File: src/hw/rtl/alpd_pkg.sv
// Shared constants, types and duty-scaling helpers for the averaged level PWM driver.
`timescale 1ns / 1ps
`default_nettype none

package alpd_pkg;

  localparam int SAMPLE_BITS_DEF = 12;
  localparam int AVG_COUNT       = 4;
  localparam int AVG_SHIFT       = $clog2(AVG_COUNT);
  localparam int IDX_W           = $clog2(AVG_COUNT);

  localparam int ONE_VOLT_CODE = 1241;
  localparam int MATCH_BASE    = 25;
  localparam int MATCH_SPAN    = 20;
  localparam int MATCH_RESET   = 25;
  localparam int MATCH_OFFSET  = MATCH_BASE - MATCH_SPAN;
  localparam int DUTY_DIV      = AVG_COUNT * ONE_VOLT_CODE;

  localparam int THR_W     = 12;
  localparam int PERIOD_W  = 8;
  localparam int MATCH_W   = 8;
  localparam int MODE_W    = 2;
  localparam int CFG_IDX_W = 2;
  localparam int CFG_DATA_W = 12;

  localparam logic [THR_W-1:0]    LOW_THR_RESET  = THR_W'(1241);
  localparam logic [THR_W-1:0]    HIGH_THR_RESET = THR_W'(2482);
  localparam logic [PERIOD_W-1:0] PERIOD_RESET   = PERIOD_W'(50);

  // register indexes on the config port
  localparam logic [CFG_IDX_W-1:0] REG_LOW_THR  = CFG_IDX_W'(0);
  localparam logic [CFG_IDX_W-1:0] REG_HIGH_THR = CFG_IDX_W'(1);
  localparam logic [CFG_IDX_W-1:0] REG_PERIOD   = CFG_IDX_W'(2);

  localparam logic REQ_TICK   = 1'b0;
  localparam logic REQ_SAMPLE = 1'b1;

  typedef enum logic [MODE_W-1:0] {
    MODE_LOW  = 2'd0,
    MODE_PWM  = 2'd1,
    MODE_HIGH = 2'd2
  } drive_mode_t;

  typedef struct packed {
    logic [THR_W-1:0]    low_thr;
    logic [THR_W-1:0]    high_thr;
    logic [PERIOD_W-1:0] period;
  } cfg_t;

  // largest block sum for a given sample width
  function automatic longint sum_max_f(input int sb);
    return longint'(AVG_COUNT) * ((longint'(1) << sb) - longint'(1));
  endfunction

  // reciprocal shift: 2^k above every sum times the divisor keeps the quotient exact
  function automatic int recip_shift_f(input int sb);
    return $clog2(sum_max_f(sb) * longint'(DUTY_DIV) + longint'(1));
  endfunction

  // ceil(MATCH_SPAN * 2^k / DUTY_DIV)
  function automatic longint recip_mul_f(input int sb);
    return ((longint'(MATCH_SPAN) << recip_shift_f(sb)) + longint'(DUTY_DIV - 1)) / DUTY_DIV;
  endfunction

  function automatic int quot_w_f(input int sb);
    return $clog2(longint'(MATCH_SPAN) * sum_max_f(sb) / DUTY_DIV + longint'(1));
  endfunction

  // sum times reciprocal; the quotient sits in the top bits
  function automatic int prod_w_f(input int sb);
    return recip_shift_f(sb) + quot_w_f(sb);
  endfunction

endpackage

`default_nettype wire

File: src/hw/rtl/alpd_cfg.sv
// Configuration registers: thresholds and PWM period.
`timescale 1ns / 1ps
`default_nettype none

module alpd_cfg (
  input  logic                               clk,
  input  logic                               rst_n,
  input  logic                               cfg_valid,
  output logic                               cfg_ready,
  input  logic [alpd_pkg::CFG_IDX_W-1:0]     cfg_index,
  input  logic [alpd_pkg::CFG_DATA_W-1:0]    cfg_data,
  output alpd_pkg::cfg_t                     cfg_o
);
  import alpd_pkg::*;

  cfg_t cfg_r;

  assign cfg_ready = 1'b1;
  assign cfg_o     = cfg_r;

  always_ff @(posedge clk) begin
    if (!rst_n) begin
      cfg_r.low_thr  <= LOW_THR_RESET;
      cfg_r.high_thr <= HIGH_THR_RESET;
      cfg_r.period   <= PERIOD_RESET;
    end else if (cfg_valid) begin
      case (cfg_index)
        REG_LOW_THR:  cfg_r.low_thr  <= cfg_data[THR_W-1:0];
        REG_HIGH_THR: cfg_r.high_thr <= cfg_data[THR_W-1:0];
        REG_PERIOD:   cfg_r.period   <= cfg_data[PERIOD_W-1:0];
        default: ;  // unknown index: dropped
      endcase
    end
  end

endmodule

`default_nettype wire

File: src/hw/rtl/alpd_pre.sv
// Input register; also scales each sample by the duty reciprocal.
`timescale 1ns / 1ps
`default_nettype none

module alpd_pre #(
  parameter int SAMPLE_BITS = alpd_pkg::SAMPLE_BITS_DEF
) (
  input  logic                                            clk,
  input  logic                                            rst_n,
  input  logic                                            in_valid,
  output logic                                            in_ready,
  input  logic                                            in_req_type,
  input  logic [SAMPLE_BITS-1:0]                          in_sample_value,
  output logic                                            p_valid,
  input  logic                                            p_take,
  output logic                                            p_req_type,
  output logic [SAMPLE_BITS-1:0]                          p_sample,
  output logic [alpd_pkg::prod_w_f(SAMPLE_BITS)-1:0]      p_prod
);
  import alpd_pkg::*;

  localparam int     PROD_W    = prod_w_f(SAMPLE_BITS);
  localparam longint RECIP_MUL = recip_mul_f(SAMPLE_BITS);

  logic              p_valid_r;
  logic              p_req_type_r;
  logic [SAMPLE_BITS-1:0] p_sample_r;
  logic [PROD_W-1:0] p_prod_r;
  logic              accept;

  assign in_ready = !p_valid_r || p_take;
  assign accept   = in_valid && in_ready;

  always_ff @(posedge clk) begin
    if (!rst_n) begin
      p_valid_r <= 1'b0;
    end else if (accept) begin
      p_valid_r <= 1'b1;
    end else if (p_take) begin
      p_valid_r <= 1'b0;
    end
  end

  always_ff @(posedge clk) begin
    if (accept) begin
      p_req_type_r <= in_req_type;
      p_sample_r   <= in_sample_value;
      p_prod_r     <= PROD_W'(in_sample_value) * PROD_W'(RECIP_MUL);
    end
  end

  assign p_valid    = p_valid_r;
  assign p_req_type = p_req_type_r;
  assign p_sample   = p_sample_r;
  assign p_prod     = p_prod_r;

endmodule

`default_nettype wire

File: src/hw/rtl/alpd_core.sv
// Averaging, threshold decision, PWM counter and the result register.
`timescale 1ns / 1ps
`default_nettype none

module alpd_core #(
  parameter int SAMPLE_BITS = alpd_pkg::SAMPLE_BITS_DEF
) (
  input  logic                                        clk,
  input  logic                                        rst_n,
  input  alpd_pkg::cfg_t                              cfg_i,
  input  logic                                        p_valid,
  output logic                                        p_take,
  input  logic                                        p_req_type,
  input  logic [SAMPLE_BITS-1:0]                      p_sample,
  input  logic [alpd_pkg::prod_w_f(SAMPLE_BITS)-1:0]  p_prod,
  output logic                                        out_valid,
  input  logic                                        out_ready,
  output logic                                        out_pin_level,
  output logic [alpd_pkg::MODE_W-1:0]                 out_drive_mode,
  output logic [alpd_pkg::MATCH_W-1:0]                out_duty_match
);
  import alpd_pkg::*;

  localparam int SUM_W  = SAMPLE_BITS + AVG_SHIFT;
  localparam int PROD_W = prod_w_f(SAMPLE_BITS);
  localparam int Q_W    = quot_w_f(SAMPLE_BITS);
  localparam int CMP_W  = (SUM_W > THR_W + AVG_SHIFT) ? SUM_W : THR_W + AVG_SHIFT;
  localparam int MW     = ((Q_W > MATCH_W) ? Q_W : MATCH_W) + 1;

  // averaging state
  logic [IDX_W-1:0]   sample_index_r, sample_index_nxt;
  logic [SUM_W-1:0]   partial_sum_r, partial_sum_nxt;
  logic [PROD_W-1:0]  pm_r, pm_nxt;       // partial_sum scaled by the reciprocal
  logic [SUM_W-1:0]   held_sum_r, held_sum_nxt;
  logic [Q_W-1:0]     held_q_r, held_q_nxt;
  // PWM state
  logic               running_r, running_nxt;
  logic [MATCH_W-1:0] tick_count_r, tick_count_nxt;
  logic [MATCH_W-1:0] match_r, match_nxt;
  logic               pin_r, pin_nxt;
  // result register
  logic               out_valid_r;
  logic               out_pin_r;
  drive_mode_t        out_mode_r;
  logic [MATCH_W-1:0] out_match_r;

  logic               fire;
  logic               block_end;
  logic [SUM_W-1:0]   sum_new;
  logic [PROD_W-1:0]  prod_new;
  logic [CMP_W-1:0]   held_c, low_c, high_c;
  logic [MW-1:0]      duty_w;
  logic [MATCH_W-1:0] tick_inc;
  drive_mode_t        mode_nxt;

  assign fire   = p_valid && (!out_valid_r || out_ready);
  assign p_take = fire;

  assign block_end = (sample_index_r == IDX_W'(AVG_COUNT - 1));
  assign sum_new   = partial_sum_r + SUM_W'(p_sample);
  assign prod_new  = pm_r + p_prod;
  assign tick_inc  = tick_count_r + MATCH_W'(1);

  always_comb begin
    sample_index_nxt = sample_index_r;
    partial_sum_nxt  = partial_sum_r;
    pm_nxt           = pm_r;
    held_sum_nxt     = held_sum_r;
    held_q_nxt       = held_q_r;
    running_nxt      = running_r;
    tick_count_nxt   = tick_count_r;
    match_nxt        = match_r;
    pin_nxt          = pin_r;
    held_c           = '0;
    low_c            = CMP_W'(cfg_i.low_thr) << AVG_SHIFT;
    high_c           = CMP_W'(cfg_i.high_thr) << AVG_SHIFT;
    duty_w           = '0;

    if (p_req_type == REQ_SAMPLE) begin
      if (block_end) begin
        held_sum_nxt     = sum_new;
        held_q_nxt       = prod_new[PROD_W-1 -: Q_W];
        partial_sum_nxt  = '0;
        pm_nxt           = '0;
        sample_index_nxt = '0;
      end else begin
        partial_sum_nxt  = sum_new;
        pm_nxt           = prod_new;
        sample_index_nxt = sample_index_r + IDX_W'(1);
      end

      held_c = CMP_W'(held_sum_nxt);
      duty_w = MW'(held_q_nxt) + MW'(MATCH_OFFSET);
      if (held_c < low_c) begin
        running_nxt = 1'b0;
        pin_nxt     = 1'b0;
      end else if (held_c > high_c) begin
        running_nxt = 1'b0;
        pin_nxt     = 1'b1;
      end else begin
        running_nxt = 1'b1;
        // saturate the match count at its register width
        match_nxt   = (duty_w > MW'((1 << MATCH_W) - 1)) ? {MATCH_W{1'b1}}
                                                         : duty_w[MATCH_W-1:0];
      end
    end else if (running_r) begin
      tick_count_nxt = tick_inc;
      if (tick_inc == match_r) begin
        pin_nxt = 1'b0;
      end
      if (tick_inc == cfg_i.period) begin
        pin_nxt        = 1'b1;
        tick_count_nxt = '0;
      end
    end
  end

  always_comb begin
    if (running_nxt) begin
      mode_nxt = MODE_PWM;
    end else if (pin_nxt) begin
      mode_nxt = MODE_HIGH;
    end else begin
      mode_nxt = MODE_LOW;
    end
  end

  always_ff @(posedge clk) begin
    if (!rst_n) begin
      sample_index_r <= '0;
      partial_sum_r  <= '0;
      pm_r           <= '0;
      held_sum_r     <= '0;
      held_q_r       <= '0;
      running_r      <= 1'b1;
      tick_count_r   <= '0;
      match_r        <= MATCH_W'(MATCH_RESET);
      pin_r          <= 1'b0;
      out_valid_r    <= 1'b0;
    end else begin
      if (fire) begin
        sample_index_r <= sample_index_nxt;
        partial_sum_r  <= partial_sum_nxt;
        pm_r           <= pm_nxt;
        held_sum_r     <= held_sum_nxt;
        held_q_r       <= held_q_nxt;
        running_r      <= running_nxt;
        tick_count_r   <= tick_count_nxt;
        match_r        <= match_nxt;
        pin_r          <= pin_nxt;
        out_valid_r    <= 1'b1;
      end else if (out_ready) begin
        out_valid_r    <= 1'b0;
      end
    end
  end

  always_ff @(posedge clk) begin
    if (fire) begin
      out_pin_r   <= pin_nxt;
      out_mode_r  <= mode_nxt;
      out_match_r <= match_nxt;
    end
  end

  assign out_valid      = out_valid_r;
  assign out_pin_level  = out_pin_r;
  assign out_drive_mode = out_mode_r;
  assign out_duty_match = out_match_r;

  // a block that has just started carries no partial sum
  a_block_start_clear: assert property (@(posedge clk) disable iff (!rst_n)
    (sample_index_r == '0) |-> (partial_sum_r == '0 && pm_r == '0))
    else $error("partial sum not cleared at block start");

  // the fourth sample of a block moves the sum into the held value
  a_block_end_wrap: assert property (@(posedge clk) disable iff (!rst_n)
    (fire && p_req_type == REQ_SAMPLE && block_end) |=>
      (sample_index_r == '0 && held_sum_r == $past(sum_new)))
    else $error("block end did not update held sum");

  // a tick while the PWM is stopped leaves counter and pin alone
  a_idle_tick: assert property (@(posedge clk) disable iff (!rst_n)
    (fire && p_req_type == REQ_TICK && !running_r) |=>
      ($stable(tick_count_r) && $stable(pin_r)))
    else $error("stopped PWM changed on tick");

  // every processed request leaves a result waiting
  a_result_loaded: assert property (@(posedge clk) disable iff (!rst_n)
    fire |=> (out_valid_r && out_pin_r == pin_r))
    else $error("processed request has no result");

endmodule

`default_nettype wire

File: src/hw/rtl/averaged_level_to_pwm_driver_core.sv
// Top level of the averaged level to PWM driver.
//
// Usage:
//   Input requests (in_valid/in_ready) are either a one-microsecond tick
//   (in_req_type = 0) or a converter sample (in_req_type = 1, in_sample_value).
//   Every request yields exactly one result (out_valid/out_ready): the pin
//   level, the drive mode (forced low, PWM, forced high) and the match count.
//   Config writes (cfg_valid/cfg_index/cfg_data) set the low threshold, the
//   high threshold and the PWM period; cfg_ready is always high and an unknown
//   index is dropped. Write config only while no request is in flight.
// Timing:
//   One request per cycle sustained while out_ready is high. A request passes
//   through the input register, then the state update into the result
//   register. The per-sample reciprocal multiply sits ahead of the input
//   register; the state update loop does one request per cycle.
// Reset (rst_n low, synchronous): sums cleared, PWM enabled, counter zero,
//   match 25, pin low, thresholds and period back to their defaults.
// Stall: with out_ready low the result holds; in_ready stays high until the
//   input register is also occupied.
`timescale 1ns / 1ps
`default_nettype none

module averaged_level_to_pwm_driver_core #(
  parameter int SAMPLE_BITS = alpd_pkg::SAMPLE_BITS_DEF
) (
  input  logic                              clk,
  input  logic                              rst_n,
  input  logic                              in_valid,
  output logic                              in_ready,
  input  logic                              in_req_type,
  input  logic [SAMPLE_BITS-1:0]            in_sample_value,
  output logic                              out_valid,
  input  logic                              out_ready,
  output logic                              out_pin_level,
  output logic [alpd_pkg::MODE_W-1:0]       out_drive_mode,
  output logic [alpd_pkg::MATCH_W-1:0]      out_duty_match,
  input  logic                              cfg_valid,
  output logic                              cfg_ready,
  input  logic [alpd_pkg::CFG_IDX_W-1:0]    cfg_index,
  input  logic [alpd_pkg::CFG_DATA_W-1:0]   cfg_data
);
  import alpd_pkg::*;

  localparam int PROD_W = prod_w_f(SAMPLE_BITS);

  cfg_t                   cfg;
  logic                   p_valid;
  logic                   p_take;
  logic                   p_req_type;
  logic [SAMPLE_BITS-1:0] p_sample;
  logic [PROD_W-1:0]      p_prod;

  alpd_cfg u_cfg (
    .clk       (clk),
    .rst_n     (rst_n),
    .cfg_valid (cfg_valid),
    .cfg_ready (cfg_ready),
    .cfg_index (cfg_index),
    .cfg_data  (cfg_data),
    .cfg_o     (cfg)
  );

  alpd_pre #(
    .SAMPLE_BITS (SAMPLE_BITS)
  ) u_pre (
    .clk             (clk),
    .rst_n           (rst_n),
    .in_valid        (in_valid),
    .in_ready        (in_ready),
    .in_req_type     (in_req_type),
    .in_sample_value (in_sample_value),
    .p_valid         (p_valid),
    .p_take          (p_take),
    .p_req_type      (p_req_type),
    .p_sample        (p_sample),
    .p_prod          (p_prod)
  );

  alpd_core #(
    .SAMPLE_BITS (SAMPLE_BITS)
  ) u_core (
    .clk            (clk),
    .rst_n          (rst_n),
    .cfg_i          (cfg),
    .p_valid        (p_valid),
    .p_take         (p_take),
    .p_req_type     (p_req_type),
    .p_sample       (p_sample),
    .p_prod         (p_prod),
    .out_valid      (out_valid),
    .out_ready      (out_ready),
    .out_pin_level  (out_pin_level),
    .out_drive_mode (out_drive_mode),
    .out_duty_match (out_duty_match)
  );

endmodule

`default_nettype wire
File: config.mk
export PLATFORM = sky130hd
export DESIGN_NAME = averaged_level_to_pwm_driver_core
export DESIGN_NICKNAME = d
export VERILOG_FILES = /design/src/hw/rtl/alpd_pkg.sv /design/src/hw/rtl/alpd_cfg.sv /design/src/hw/rtl/alpd_pre.sv /design/src/hw/rtl/alpd_core.sv /design/src/hw/rtl/averaged_level_to_pwm_driver_core.sv
export SDC_FILE = /design/constraint.sdc
export NUM_CORES = 1
export LEC_CHECK = 0
export BUFFER_PORTS_ARGS = -buffer_cell sky130_fd_sc_hd__buf_4
export CELL_PAD_IN_SITES_DETAIL_PLACEMENT = 0
export CELL_PAD_IN_SITES_GLOBAL_PLACEMENT = 2
export CORE_MARGIN = 2
export CORE_UTILIZATION = 43
export DETAILED_ROUTE_END_ITERATION = 10
export PLACE_DENSITY_LB_ADDON = 0.05
export REMOVE_ABC_BUFFERS = 1
export SYNTH_ARGS = -nofsm -noshare
export SYNTH_HDL_FRONTEND = slang
export SYNTH_SLANG_ARGS = --single-unit
File: constraint.sdc
create_clock -name clk -period 12.9 [get_ports clk]
set_clock_uncertainty 0.1 [all_clocks]
set_input_delay 1.935 -clock clk [delete_from_list [all_inputs] [get_ports clk]]
set_output_delay 1.935 -clock clk [all_outputs]
set_load 0.05 [all_outputs]
### Yosys cells after proc, flatten, opt, wreduce, memory -nomap -nowiden

Index checks and enable logic that the tools add are counted.

* output and inout port bits: 14
* bits in latches: 0
* word-level logic and storage cells: 75
* memory bits (writable): 0
* memories: 0
* register bits after elaboration: 179
* memory bits (read-only): 0
* input bits: 32

* shift-type cells: 0
* mux-type cells: 26
* reduce and logical (&&, ||, !) cells: 14
* magnitude comparators: 3
* bitwise operators: 1
* add/sub/neg operators: 5
* $mul: 1
* divide/modulo/power cells: 0
* equal/unequal tests: 5

Operators by type and width (number)
* $mux 14: 3
* $mux 8: 5
* $add 34x32->34: 1
* $mux 34: 1
* $mul 12x20->32 const B: 1
* $eq 8x8->1: 2
* $add 14x12->14: 1
* $gt 14x14->1: 1
* $lt 14x14->1: 1
* $mux 7: 2
* $mux 1: 13
* $gt 9x8->1 const B: 1
* $add 7x3->8 const B: 1
* $add 8x1->8 const B: 1
* $reduce_and 2->1: 4
* $eq 2x2->1 const B: 2
* $mux 2: 2
* $reduce_bool 2->1: 2
* $reduce_and 3->1: 1
* $add 2x1->2 const B: 1
* $eq 2x1->1 const B: 1
* $logic_and 1x1->1: 2
* $logic_not 1->1: 2
* $logic_not 2->1: 1
* 2 further kinds: 3

### Logic depth before layout (Yosys ltp)

Gate-level depths: netlist of the first run.

* word-level depth: 9
* gate-level depth with buffers: 22
* gate-level depth less buffers: 21

### Cells and area by module

A second synthesis of the first run with hierarchy kept.

* cells, all modules: 1493
* area total of the unflattened synthesis: 13360.3 um^2

By module, submodules not included
* alpd_core: sequential area each 2132.0 um^2, cells an instance 960, instances 1, area an instance 7611.0 um^2
* alpd_pre: sequential area each 1311.3 um^2, cells an instance 402, instances 1, area an instance 4418.0 um^2
* alpd_cfg: sequential area each 640.6 um^2, cells an instance 131, instances 1, area an instance 1331.3 um^2

### Least setup slack after synthesis of the first run

OpenSTA, ideal clock, no wires.

* path kind: input to register
* start: input in_sample_value[3]
* end: register u_pre.p_prod_r[26] (netlist: u_pre.p_prod[26]), data pin
* stages on the path: 17
* library setup time: 0.262 ns
* data required time: 12.538 ns
* path slack: 6.213 ns
* arrival time: 6.325 ns
* buffers on the path: 0
* path through: fa_1 ha_1 ha_1 fa_1 inv_1 fa_1 inv_1 ha_1 a21oi_1 o21ai_0 a41o_1 a221oi_1 o21ai_0 or3_1 a31oi_1 o21bai_1 xor2_1

* cells in the longest elaborated chain, start to end: 1

Ends and longest elaborated chain
* from (decl): RTL line averaged_level_to_pwm_driver_core.sv:31 `input logic [SAMPLE_BITS-1:0] in_sample_value,`
* $mul 12x20->32: RTL line alpd_pre.sv:48 `p_prod_r <= PROD_W'(in_sample_value) * PROD_W'(RECIP_MUL);`
* to (signal assigned): RTL line alpd_pre.sv:48
* to (decl): RTL line alpd_pre.sv:28 `logic [PROD_W-1:0] p_prod_r;`

Every way passes these cells.
A chain may end at the register's enable or synchronous reset.

### Worst setup path in the final report of the first run

Same ends and word-level chain as after synthesis.

==> flow_summary.rst, run 1 <==
.. list-table::
   :header-rows: 1

   * - Metric
     - Value
   * - Run status
     - finished, final reports clean
   * - Sequential area share after synthesis
     - 32.70%
   * - Post-DR wirelength/cell
     - 16.65 um
   * - Clock insertion delay at the later pin of the skew report
     - 0.43 ns
   * - Maximum clock frequency
     - 145.9 MHz
   * - Placer congestion estimate
     - 0.8325
   * - Count of state elements after synthesis
     - 177
   * - Max_cap viols
     - 0
   * - Switching power summed over all nets
     - 0.0006476 W
   * - Routed vias
     - 9,477
   * - PortBufs
     - 44
   * - Post-synth design cell area
     - 12,490 um^2
   * - Finished Cell Area
     - 13,730 um^2
   * - Async S/R FF share, synth
     - 0%
   * - Final antenna-violating net count
     - 0
   * - Overall die area
     - 30,420 um^2
   * - Detail Placement HPWL
     - 21,910 um
   * - Post-Synthesis Cells
     - 1,383
   * - Layout overhead on the synthesized area
     - 9.898%
   * - I/O pin cnt
     - 46
   * - Root buf cell
     - sky130_fd_sc_hd__clkbuf_16
   * - Pre-antenna DRT Iters
     - 5
   * - Remaining DRCs
     - 0
   * - Antenna diode count
     - 0
   * - CP Max Fanout
     - 8
   * - Clock tree from TritonCTS
     - yes
   * - Crit path time final
     - 6.855 ns
   * - Cts bufs inserted
     - 17
   * - Area used by multi-input combinational logic
     - 7816 um^2
   * - Core Footprint
     - 28,630 um^2
   * - Portion of total power attributed to combinational logic
     - 36.2%
   * - Util after Layout
     - 47.95%
   * - Sequential group share of total power
     - 35.9%
   * - Iteration-0 DRC Markers
     - 399
   * - Leakage
     - 6.028 nW
   * - Number of hold buffers added after cts
     - 0
   * - Number of rows in the core area
     - 62
   * - Via count of the first global-routing pass
     - 9,543
   * - First-pass GRT wire length
     - 49,520 um
   * - Slew at the pin closest to its max-slew limit
     - 1.105 ns
   * - Yosys warning count
     - 0
   * - Mean cell area of the mapped netlist
     - 9.031 um^2
   * - Normalized max-slew margin
     - 26.33%
   * - Post-DR vias/cell
     - 5.291
   * - Overflow after GRT
     - 0
   * - Final Net Count
     - 1,623
   * - Number of enable flip-flop cells after synthesis
     - 54
   * - Pins Over Slew Limit
     - 0
   * - Effective utilization at floorplan
     - 43.63%
   * - Initial antenna violation count
     - 1
   * - Kind of critical path
     - in2reg
   * - P_int
     - 0.001233 W
   * - Final-report setup violation count
     - 0
   * - Die width
     - 174.4 um
   * - Resized cells post-CTS
     - 0
   * - Worst setup slack after layout
     - 6.045 ns
   * - Clock network power share
     - 27.9%
   * - CTS Sinks
     - 177
   * - Largest net degree at the start of global routing
     - 65
   * - Pre-CTS worst setup slack
     - 5.561 ns
   * - Cell area power density
     - 137.0 nW/um^2
   * - Fin. Hold Viols
     - 0
   * - # placed instances
     - 1,759
   * - Nature of the critical path endpoint
     - flop
   * - Total Routed Length
     - 29,820 um
   * - H-tree depth reported by CTS
     - 4
   * - Number of filler instances in the final layout
     - 2,841
   * - Type of the most critical hold path
     - reg2reg
   * - Setup_tns
     - 0 ns
   * - Post-CTS setup-driven buffer insertion count
     - 0
   * - Combined global-route utilization of all metal layers
     - 20.26%
   * - Leading register cell type out of synthesis
     - sky130_fd_sc_hd__dfxtp_1
   * - Cell variety after synth
     - 72
   * - Proportion of layout cells with a drive suffix above 1
     - 8.244%
   * - Standard cell area after detailed placement
     - 13,140 um^2
   * - Startpoint kind of the worst setup timing path
     - primary input
   * - Data arrival time of the critical path
     - 6.94 ns
   * - Worst endpoint required time
     - 12.98 ns
   * - Sw Share
     - 34.43%
   * - Sequential cell area
     - 4084 um^2
   * - Die outline height
     - 174.4 um
   * - RSZ-0062 raised after global routing
     - false
   * - Clk pin slew, worst setup/hold paths
     - 0.07 ns
   * - Cell Count, Final, Fillers Out
     - 1,791
   * - Post-route clock period utilization
     - 53.14%
   * - Worst ir drop on vdd
     - 0.00009803 V
   * - Clock Path Buffers
     - 2
-- placed cells by master, fill, tap and decap left out, types with 5 or more instances in the layout --
cell type,instances
sky130_fd_sc_hd__o211ai_1,18
sky130_fd_sc_hd__a32oi_1,5
sky130_fd_sc_hd__edfxtp_1,54
sky130_fd_sc_hd__nor2b_1,15
sky130_fd_sc_hd__nand4_1,11
sky130_fd_sc_hd__fa_1,35
sky130_fd_sc_hd__a211oi_1,14
sky130_fd_sc_hd__clkbuf_16,18
sky130_fd_sc_hd__a22oi_1,30
sky130_fd_sc_hd__nor2_1,114
sky130_fd_sc_hd__or3_1,13
sky130_fd_sc_hd__nand2b_1,17
sky130_fd_sc_hd__o21a_1,11
sky130_fd_sc_hd__inv_1,101
sky130_fd_sc_hd__o21ai_0,57
sky130_fd_sc_hd__dfxtp_1,123
sky130_fd_sc_hd__and3_1,11
sky130_fd_sc_hd__xnor2_1,49
sky130_fd_sc_hd__nor3_1,16
sky130_fd_sc_hd__mux2_2,13
sky130_fd_sc_hd__buf_4,50
sky130_fd_sc_hd__a21oi_1,123
sky130_fd_sc_hd__a21o_1,32
sky130_fd_sc_hd__a31oi_1,8
sky130_fd_sc_hd__and2_1,5
sky130_fd_sc_hd__nor4_1,5
sky130_fd_sc_hd__xor2_1,34
sky130_fd_sc_hd__ha_1,161
sky130_fd_sc_hd__nand3_1,26
sky130_fd_sc_hd__nand2_1,137
sky130_fd_sc_hd__o21bai_1,9
-- final timing paths --
check	startpoint	end	slack, ns	cells after the start
hold / removal	u_core.held_sum_r[3]	u_core.held_sum_r[3]	0.35	2
setup reg to reg	u_pre.p_sample[1]	u_core.match_r[6]	7.10	19
hold reg to reg	u_core.held_sum_r[3]	u_core.held_sum_r[3]	0.35	2
setup / recovery	in_sample_value[3]	u_pre.p_prod[26]	6.05	18
-- power groups by stage --
stage	Combinational, W	Clock [W]	Sequential, W
after floorplan	0.000527	0	0.000680
after global placement	0.000679	0	0.000687
after detailed placement	0.000678	0	0.000687
after CTS	0.000686	0.000542	0.000675
after global routing	0.000779	0.000564	0.000681
final	0.000681	0.000525	0.000675
-- final cells by class --
| class | count | area share (%) |
|---|---|---|
| multi-input combinational | 1046 | 56.95 |
| sequential | 177 | 29.75 |
| clock buffer | 23 | 3.573 |
| tap | 384 | 3.500 |
| inverter | 102 | 2.799 |
| timing repair buffer | 50 | 2.735 |
| clock inverter | 9 | 0.6928 |
-- metrics by stage --
stage | total power (W) | hold slack [ns]
final | 0.001881 | 0.3529
after global placement | 0.001367 | 0.3396
after floorplan | 0.001207 | 0.3338
after global routing | 0.002023 | 0.3822
after detailed placement | 0.001365 | 0.3481
after CTS | 0.001903 | 0.3578
-- cells by family after synthesis --
family                   after synthesis  synth area share [%]
other                                  1               0.03003
AO/OA/AOI/OAI                        355                 18.75
flip-flops                           177                 32.70
buffers and inverters                160                 4.869
multiplexers                          16                 1.413
XOR/XNOR                              83                 5.820
AND/OR/NAND/NOR                      394                 14.58
adder cells (fa/ha/maj)              197                 21.84
-- synth_stat cells, types with 16 or more instances --
cell	count	share of area, %
sky130_fd_sc_hd__nor2_1	115	3.5
sky130_fd_sc_hd__inv_1	102	3.1
sky130_fd_sc_hd__xnor2_1	49	3.4
sky130_fd_sc_hd__nand2b_1	17	0.85
sky130_fd_sc_hd__nand2_1	138	4.1
sky130_fd_sc_hd__xor2_1	34	2.4
sky130_fd_sc_hd__a22oi_1	30	1.8
sky130_fd_sc_hd__a21o_1	32	1.9
sky130_fd_sc_hd__o21ai_0	57	2.3
sky130_fd_sc_hd__o211ai_1	18	1.1
sky130_fd_sc_hd__fa_1	35	5.6
sky130_fd_sc_hd__a21oi_1	123	4.9
sky130_fd_sc_hd__clkbuf_1	51	1.5
sky130_fd_sc_hd__nor3_1	16	0.64
sky130_fd_sc_hd__edfxtp_1	54	13
sky130_fd_sc_hd__dfxtp_1	123	20
sky130_fd_sc_hd__nand3_1	26	1.0
sky130_fd_sc_hd__ha_1	162	16
-- worst max-delay path, cell delays in order --
cell and delay, ns:
sky130_fd_sc_hd__buf_4 0.16, sky130_fd_sc_hd__fa_1 0.49, sky130_fd_sc_hd__ha_1 0.30, sky130_fd_sc_hd__ha_1 0.30, sky130_fd_sc_hd__fa_1 0.53, sky130_fd_sc_hd__inv_1 0.05, sky130_fd_sc_hd__fa_1 0.52, sky130_fd_sc_hd__inv_1 0.04
sky130_fd_sc_hd__ha_1 0.32, sky130_fd_sc_hd__a21oi_1 0.24, sky130_fd_sc_hd__o21ai_0 0.17, sky130_fd_sc_hd__a41o_1 0.29, sky130_fd_sc_hd__a221oi_1 0.46, sky130_fd_sc_hd__o21ai_0 0.24, sky130_fd_sc_hd__or3_1 0.34, sky130_fd_sc_hd__a31oi_1 0.27
sky130_fd_sc_hd__o21bai_1 0.12, sky130_fd_sc_hd__xor2_1 0.15
-- metal layers --
layer / global-route usage (%) / vias to the layer above / routed length [um]
met5: 0 / - / 13
met4: 4.622 / 2 / 308
met3: 2.756 / 24 / 643
met2: 34.54 / 106 / 13940
met1: 27.26 / 4427 / 14920
li1: - / 4918 / -
-- registers in the layout, indices dropped and copies added, names as in the netlist --
signal and flops:
u_core.sample_index_r 2, u_pre.p_prod 30, u_core.out_pin_level 1, u_core.pm_r 34
u_core.held_sum_r 14, u_pre.p_req_type 1, u_pre.p_valid 1, u_core.out_valid 1
u_core.partial_sum_r 14, u_core.out_drive_mode 2, u_pre.p_sample 12, u_core.running_r 1
u_core.out_duty_match 8, u_cfg.cfg_o 32, u_core.pin_r 1, u_core.held_q_r 7
u_core.match_r 8, u_core.tick_count_r 8
Power figures use the tool's default switching activity.
==> run 2, diff against run 1 <==
- ABC_AREA: not set -> 1
- CORE_UTILIZATION: 43 -> 34
- clock period: 12.9 -> 5.6 ns (I/O delays scaled with it)
==> flow_summary.rst, run 2 <==
.. list-table::
   :header-rows: 1

   * - Metric
     - Value
   * - Post-route clock period utilization
     - 90.36%
   * - Final antenna-violating net count
     - 0 (unchanged)
   * - Kind of critical path
     - in2reg
   * - Hold path cells
     - 2 (unchanged)
   * - CP Max Fanout
     - 7 (-1)
   * - Count of state elements after synthesis
     - 177 (unchanged)
   * - Clk pin slew, worst setup/hold paths
     - 0.07 ns (about the same)
   * - Async S/R FF share, synth
     - 0% (unchanged)
   * - Area used by multi-input combinational logic
     - 7859 um^2 (+0.54%)
   * - Slew at the pin closest to its max-slew limit
     - 1.009 ns (-0.09588 ns)
   * - Startpoint kind of the worst setup timing path
     - primary input
   * - Crit path time final
     - 5.060 ns
   * - Number of filler instances in the final layout
     - 4,153 (+46%)
   * - Sequential cell area
     - 4084 um^2 (unchanged)
   * - Routed vias
     - 10,746 (+13%)
   * - Die outline height
     - 201.0 um (+15%)
   * - Setup slack on the worst flop-to-flop path
     - 1.08 ns (-6.02 ns)
   * - Post-Synthesis Cells
     - 1,747 (+26%)
   * - I/O pin cnt
     - 46 (unchanged)
   * - Placer congestion estimate
     - 0.8263 (-0.74%)
   * - Pre-antenna DRT Iters
     - 4 (-1)
   * - Worst-case reg-to-reg path depth
     - 18 (-1)
   * - Register with the highest flop count
     - u_core.pm_r
   * - Fraction of synthesized cell area taken by the top area cell type
     - 18.67% (-1.0 points)
   * - Run status
     - finished, final reports clean
   * - Die width
     - 201.0 um (+15%)
   * - First-pass GRT wire length
     - 59,000 um (+19%)
   * - Worst endpoint required time
     - 5.72 ns (-7.26 ns)
   * - Worst path max stage delay
     - 0.55 ns (+0.02 ns)
   * - Post-DR wirelength/cell
     - 15.70 um (-5.7%)
   * - Pre-CTS worst setup slack
     - 0.04051 ns (-5.521 ns)
   * - Effective utilization at floorplan
     - 34.29% (-9.3 points)
   * - PortBufs
     - 44 (unchanged)
   * - Final-report setup violation count
     - 0 (unchanged)
   * - Final Net Count
     - 2,010 (+24%)
   * - Complex-gate fraction of the synthesized area
     - 13.46% (-5.3 points)
   * - Clock tree from TritonCTS
     - yes
   * - Share of synthesized area spent on multiplexers
     - 0% (-1.4 points)
   * - Dominant cell by count in the synthesized netlist
     - sky130_fd_sc_hd__nand2_1
   * - CTS Sinks
     - 177 (unchanged)
   * - Number of rows in the core area
     - 72 (+16%)
   * - Dominant combinational cell family by area after synthesis
     - simple AND/OR/NAND/NOR gates
   * - Proportion of layout cells with a drive suffix above 1
     - 8.979% (+0.73 points)
   * - Max_cap viols
     - 0 (unchanged)
   * - Cts bufs inserted
     - 17 (unchanged)
   * - Combined global-route utilization of all metal layers
     - 18.90% (-1.4 points)
   * - Most instantiated cells after synthesis
     - 440 x sky130_fd_sc_hd__nand2_1, 276 x sky130_fd_sc_hd__inv_1, 168 x sky130_fd_sc_hd__a21oi_1
   * - Max reg flops
     - 34 (unchanged)
   * - Detail Placement HPWL
     - 28,360 um (+29%)
   * - Hold Crit Start
     - u_core.held_sum_r[1]
   * - Terminus of the critical flop-to-flop path
     - u_core.out_drive_mode[1]
   * - Worst path cell trace
     - buf_4 > fa_1 > inv_1 > fa_1 > inv_1 > fa_1 > fa_1 > ha_1 > ha_1 > a21oi_1 > o21a_1 > nand2_1 > a21oi_1 > inv_1 > a21oi_1 > inv_1 > nand2_1 > nand2_1 > a21o_1 > nand2_1 > o211ai_1
   * - Setup_tns
     - 0 ns (unchanged)
   * - H-tree depth reported by CTS
     - 4 (unchanged)
   * - Top cells by area, synth
     - sky130_fd_sc_hd__dfxtp_1 19%, sky130_fd_sc_hd__ha_1 15%, sky130_fd_sc_hd__nand2_1 13%, sky130_fd_sc_hd__edfxtp_1 12%, sky130_fd_sc_hd__inv_1 7.9%
   * - RSZ-0062 raised after global routing
     - false
   * - Nature of the critical path endpoint
     - flop
   * - Core Footprint
     - 38,470 um^2 (+34%)
   * - Clock insertion delay at the later pin of the skew report
     - 0.48 ns (+0.05 ns)
   * - Cell area power density
     - 313.1 nW/um^2 (+130%)
   * - Cell variety after synth
     - 48 (-33%)
   * - Resized cells post-CTS
     - 0 (unchanged)
   * - Largest net degree at the start of global routing
     - 55 (-15%)
   * - Area leader, netlist
     - sky130_fd_sc_hd__dfxtp_1
   * - Most frequent cells in the layout
     - 440 x sky130_fd_sc_hd__nand2_1, 274 x sky130_fd_sc_hd__inv_1, 168 x sky130_fd_sc_hd__a21oi_1
   * - Post-synth design cell area
     - 13,190 um^2 (+5.6%)
   * - Worst setup slack after layout
     - 0.5398 ns (-5.506 ns)
   * - Data arrival time of the critical path
     - 5.18 ns (-1.76 ns)
   * - Layout overhead on the synthesized area
     - 10.59%
   * - Type of the most critical hold path
     - reg2reg
   * - Simple-gate share of the synthesized area
     - 22.30% (+7.7 points)
   * - Origin of the critical flop-to-flop path
     - u_pre.p_sample[0]
   * - Root buf cell
     - sky130_fd_sc_hd__clkbuf_16
   * - Number of enable flip-flop cells after synthesis
     - 54 (unchanged)
   * - Initial antenna violation count
     - 0 (-1)
   * - Clock Path Buffers
     - 2 (unchanged)
   * - Total Routed Length
     - 36,280 um (+22%)
   * - Overall die area
     - 40,390 um^2 (+33%)
   * - Mean cell area of the mapped netlist
     - 7.550 um^2 (-16%)
   * - Worst ir drop on vdd
     - 0.0002331 V (+140%)
   * - Number of hold buffers added after cts
     - 0 (unchanged)
   * - Post-CTS setup-driven buffer insertion count
     - 0 (unchanged)
   * - Total Power Consumption
     - 0.004567 W (+140%)
   * - Iteration-0 DRC Markers
     - 429 (+7.5%)
   * - Worst min-delay path endpoint
     - u_core.held_sum_r[1]
   * - Commonest non-fill, non-tap cell in the layout
     - sky130_fd_sc_hd__nand2_1
   * - Sequential area share after synthesis
     - 30.96% (-1.7 points)
   * - CP max-delay cell
     - sky130_fd_sc_hd__fa_1
   * - Fin. Hold Viols
     - 0 (unchanged)
   * - Via count of the first global-routing pass
     - 10,797 (+13%)
   * - Leakage
     - 7.181 nW (+19%)
   * - Remaining DRCs
     - 0 (unchanged)
   * - Antenna diode count
     - 0 (unchanged)
   * - Xor and xnor fraction of the mapped netlist area
     - 3.111% (-2.7 points)
   * - Maximum clock frequency
     - 197.6 MHz
   * - Pins Over Slew Limit
     - 0 (unchanged)
   * - Normalized max-slew margin
     - 32.73% (+6.4 points)
   * - Overflow after GRT
     - 0 (unchanged)
   * - Adder-cell share of the synthesized area
     - 20.68% (-1.2 points)
   * - Post-DR vias/cell
     - 4.650 (-12%)
   * - Leading register cell type out of synthesis
     - sky130_fd_sc_hd__dfxtp_1
   * - Yosys warning count
     - 0 (unchanged)
run 2: cell types whose count changed after synthesis, sizes merged, moves of 15 or more:
cell / previous run / this run
nand2: 138 / 464
inv: 102 / 282
nand3: 26 / 79
a21oi: 123 / 170
a22oi: 30 / 0
o21ai: 57 / 87
xnor2: 49 / 19
nor2: 115 / 86
a21o: 32 / 10
clkbuf: 51 / 32
nand2b: 17 / 0
or2: 5 / 22
a211oi: 16 / 0
nor2b: 15 / 0
run 2: cell type report:
class | instances | share of cell area (%)
clock inverter | 6 | 0.3174
clock buffer | 25 | 3.328
timing repair buffer | 54 | 2.779
inverter | 282 | 7.257
sequential | 177 | 28.00
tap | 518 | 4.443
multi-input combinational | 1249 | 53.88
run 2: cells by family after synthesis:
logic type,Yosys count
other cells,1
flops,177
simple gates,686
fa+ha+maj,197
xor+xnor,46
buf+inv,321
compound gates,319
run 2: worst max path at each step:
stage	startpoint	endpoint	slack (ns)	depth (start not counted)
detailed placement	in_sample_value[9]	u_pre.p_prod[31]	0.04	21
CTS	in_sample_value[9]	u_pre.p_prod[31]	0.55	21
finish	in_sample_value[9]	u_pre.p_prod[31]	0.54	21
global route	in_sample_value[9]	u_pre.p_prod[31]	0.24	21
floorplan	in_sample_value[9]	u_pre.p_prod[27]	0.55	19
global placement	in_sample_value[9]	u_pre.p_prod[27]	0.12	20
run 2: per-layer routing:
layer  up-vias  track usage (%)  part of all wire, %
li1       5726                -                    -
met5         -                0                    0
met1      4926            23.95                   48
met3        22            3.409                  2.0
met2        72            33.00                   49
met4         0            4.947                  1.2
run 2: worst max-delay path: cells and delay by family:
kind            cells  cell delay [ns]
compound gates      6             1.09
buf+inv             5             0.39
fa+ha+maj           6             2.59
simple gates        4             0.24
run 2: metrics by stage:
stage / util, % / cell area [um^2] / cells / hold slack (ns)
finish: 37.92 / 14590 / 2311 / 0.3569
global route: 37.92 / 14590 / 2311 / 0.3809
CTS: 37.92 / 14590 / 2311 / 0.3562
detailed placement: 36.54 / 14050 / 2280 / 0.3445
global placement: 36.54 / 14050 / 2280 / 0.3404
floorplan: - / 13000 / 1708 / 0.3238
run 2: where the power goes:
group	internal, W	leakage, nW	total, W	switching, W
Combinational	0.000669	5.40	0.00183	0.00116
Clock	0.000604	0.259	0.00115	0.000546
Sequential	0.00152	1.53	0.00159	0.0000697
==> run 3, diff against run 2 <==
- REMOVE_ABC_BUFFERS: 1 -> not set
==> flow_summary.rst, run 3 (synthesis results as in run 2) <==
.. list-table::
   :header-rows: 1

   * - Metric
     - Value
   * - Placer congestion estimate
     - 0.8367 (+1.3%)
   * - Worst path cell trace
     - buf_4 > fa_1 > inv_1 > fa_1 > inv_1 > fa_1 > fa_1 > ha_1 > ha_1 > a21oi_1 > o21a_1 > nand2_1 > a21oi_1 > inv_1 > a21oi_1 > inv_1 > nand2_1 > nand2_1 > a21o_1 > nand2_1 > o211ai_1
   * - Type of the most critical hold path
     - reg2reg
   * - Largest net degree at the start of global routing
     - 75 (+36%)
   * - Post-DR wirelength/cell
     - 16.68 um (+6.2%)
   * - Effective utilization at floorplan
     - 34.29% (unchanged)
   * - Post-route clock period utilization
     - 90.50% (+0.13 points)
   * - Normalized max-slew margin
     - 34.38% (+1.7 points)
   * - RSZ-0062 raised after global routing
     - false
   * - Root buf cell
     - sky130_fd_sc_hd__clkbuf_16
   * - Portion of total power attributed to combinational logic
     - 39.1% (-1.0 points)
   * - Finished Cell Area
     - 14,670 um^2 (+0.54%)
   * - Clock insertion delay at the later pin of the skew report
     - 0.45 ns (-0.03 ns)
   * - Sw Share
     - 39.32% (+0.40 points)
   * - Number of nets produced by synthesis
     - 1,976
   * - Core Footprint
     - 38,470 um^2 (unchanged)
   * - Die outline height
     - 201.0 um (unchanged)
   * - Clock network power share
     - 26.3% (+1.1 points)
   * - Routed vias
     - 10,911 (+1.5%)
   * - Commonest non-fill, non-tap cell in the layout
     - sky130_fd_sc_hd__nand2_1
   * - Fin. Hold Viols
     - 0 (unchanged)
   * - Worst endpoint required time
     - 5.69 ns (-0.03 ns)
   * - Leakage
     - 7.230 nW (+0.67%)
   * - Run status
     - finished, final reports clean
   * - CTS Sinks
     - 177 (unchanged)
   * - I/O pin cnt
     - 46 (unchanged)
   * - Clock tree from TritonCTS
     - yes
   * - Clk pin slew, worst setup/hold paths
     - 0.08 ns (about the same)
   * - Most frequent cells in the layout
     - 440 x sky130_fd_sc_hd__nand2_1, 274 x sky130_fd_sc_hd__inv_1, 168 x sky130_fd_sc_hd__a21oi_1
   * - Max_cap viols
     - 0 (unchanged)
   * - Proportion of layout cells with a drive suffix above 1
     - 9.354% (+0.37 points)
   * - Overflow after GRT
     - 0 (unchanged)
   * - Cts bufs inserted
     - 17 (unchanged)
   * - Final Net Count
     - 2,012 (+0.10%)
   * - Worst ir drop on vdd
     - 0.0002683 V (+15%)
   * - Sequential group share of total power
     - 34.6% (about the same)
   * - P_int
     - 0.002858 W (+2.4%)
   * - First-pass GRT wire length
     - 61,500 um (+4.2%)
   * - Standard cell area after detailed placement
     - 14,070 um^2 (+0.11%)
   * - Final antenna-violating net count
     - 0 (unchanged)
   * - Maximum clock frequency
     - 197.3 MHz (-0.15%)
   * - Post-CTS setup-driven buffer insertion count
     - 0 (unchanged)
   * - Max reg flops
     - 34 (unchanged)
   * - Kind of critical path
     - in2reg
   * - Util after Layout
     - 38.12% (+0.20 points)
   * - Detail Placement HPWL
     - 30,440 um (+7.4%)
   * - Data arrival time of the critical path
     - 5.15 ns (-0.03 ns)
   * - Combined global-route utilization of all metal layers
     - 19.71% (+0.81 points)
   * - Die width
     - 201.0 um (unchanged)
   * - Startpoint kind of the worst setup timing path
     - primary input
   * - Register with the highest flop count
     - u_core.pm_r
   * - Final-report setup violation count
     - 0 (unchanged)
   * - Number of rows in the core area
     - 72 (unchanged)
   * - Remaining DRCs
     - 0 (unchanged)
   * - Nature of the critical path endpoint
     - flop
   * - Resized cells post-CTS
     - 0 (unchanged)
   * - Setup_tns
     - 0 ns (unchanged)
   * - Pre-antenna DRT Iters
     - 5 (+1)
   * - CP max-delay cell
     - sky130_fd_sc_hd__fa_1
   * - Pins Over Slew Limit
     - 0 (unchanged)
   * - Initial antenna violation count
     - 0 (unchanged)
   * - Number of hold buffers added after cts
     - 0 (unchanged)
   * - Layout overhead on the synthesized area
     - 11.18%
   * - CP Max Fanout
     - 7 (unchanged)
   * - Setup slack on the worst flop-to-flop path
     - 0.63 ns (-0.45 ns)
   * - Worst path max stage delay
     - 0.55 ns (about the same)
   * - Crit path time final
     - 5.068 ns (+0.007521 ns)
   * - Clock Path Buffers
     - 2 (unchanged)
   * - Antenna diode count
     - 0 (unchanged)
   * - Via count of the first global-routing pass
     - 10,863 (+0.61%)
   * - Overall die area
     - 40,390 um^2 (unchanged)
   * - PortBufs
     - 44 (unchanged)
   * - Cell area power density
     - 321.1 nW/um^2 (+2.6%)
   * - Total Routed Length
     - 38,590 um (+6.4%)
   * - Switching power summed over all nets
     - 0.001852 W (+4.2%)
   * - Post-DR vias/cell
     - 4.715 (+1.4%)
   * - Iteration-0 DRC Markers
     - 528 (+23%)
   * - H-tree depth reported by CTS
     - 4 (unchanged)
   * - Slew at the pin closest to its max-slew limit
     - 0.9829 ns (-0.02621 ns)
-- run 3: cell types whose count changed in the layout (fill, tap and decap cells not counted), sizes merged --
cell | previous run | this run
clkinv | 1 | 5
clkbuf | 25 | 22
buf | 54 | 56
clkinvlp | 1 | 0
inv | 286 | 287
-- run 3: metal layers --
metal / share of wire, % / up-vias / global-route usage [%]
met5: 0 / - / 0
met4: 0.97 / 0 / 4.709
met3: 2.6 / 13 / 2.484
met2: 43 / 120 / 30.24
met1: 53 / 5039 / 29.24
li1: - / 5739 / -
-- run 3: power by group through the flow --
stage,clock network [W],registers [W],logic (W)
2_1_floorplan,0,0.00160,0.00134
3_3_place_gp,0,0.00166,0.00188
3_5_place_dp,0,0.00166,0.00186
4_1_cts,0.00129,0.00163,0.00188
5_1_grt,0.00133,0.00164,0.00212
6_report,0.00124,0.00163,0.00184
-- run 3: worst paths after layout --
kind | from | end | depth (start not counted)
worst max-delay path | in_sample_value[9] | u_pre.p_prod[31] | 21
worst min-delay path | u_core.held_sum_r[0] | u_core.held_sum_r[0] | 2
worst max register to register | u_pre.p_sample[0] | u_core.out_drive_mode[1] | 22
worst min register to register | u_core.held_sum_r[0] | u_core.held_sum_r[0] | 2
-- run 3: worst max-delay path: cells and delay by family --
family          cells  cell delay (ns)
fa+ha+maj           6             2.60
buf+inv             5             0.39
compound gates      6             1.07
simple gates        4             0.25
-- run 3: cell type report --
class	count	area, um^2
repair buffers	56	420.4
fillers	4157	23800
inverters	282	1059
clock buffers	22	506.7
flip-flops and latches	177	4084
clock inverters	10	88.84
multi-input cells	1249	7859
well taps	518	648.1
-- run 3: through the flow --
step                      setup WS (ns)  total power (W)  std cells  hold slack, ns
final                            0.5322         0.004709       2314          0.3522
after global routing             0.2045         0.005091       2314          0.3847
after CTS                        0.5385         0.004794       2314          0.3529
after detailed placement        0.05893         0.003519       2282          0.3400
after global placement          0.07097         0.003536       2282          0.3376
after floorplan                  0.5506         0.002938       1747          0.3244
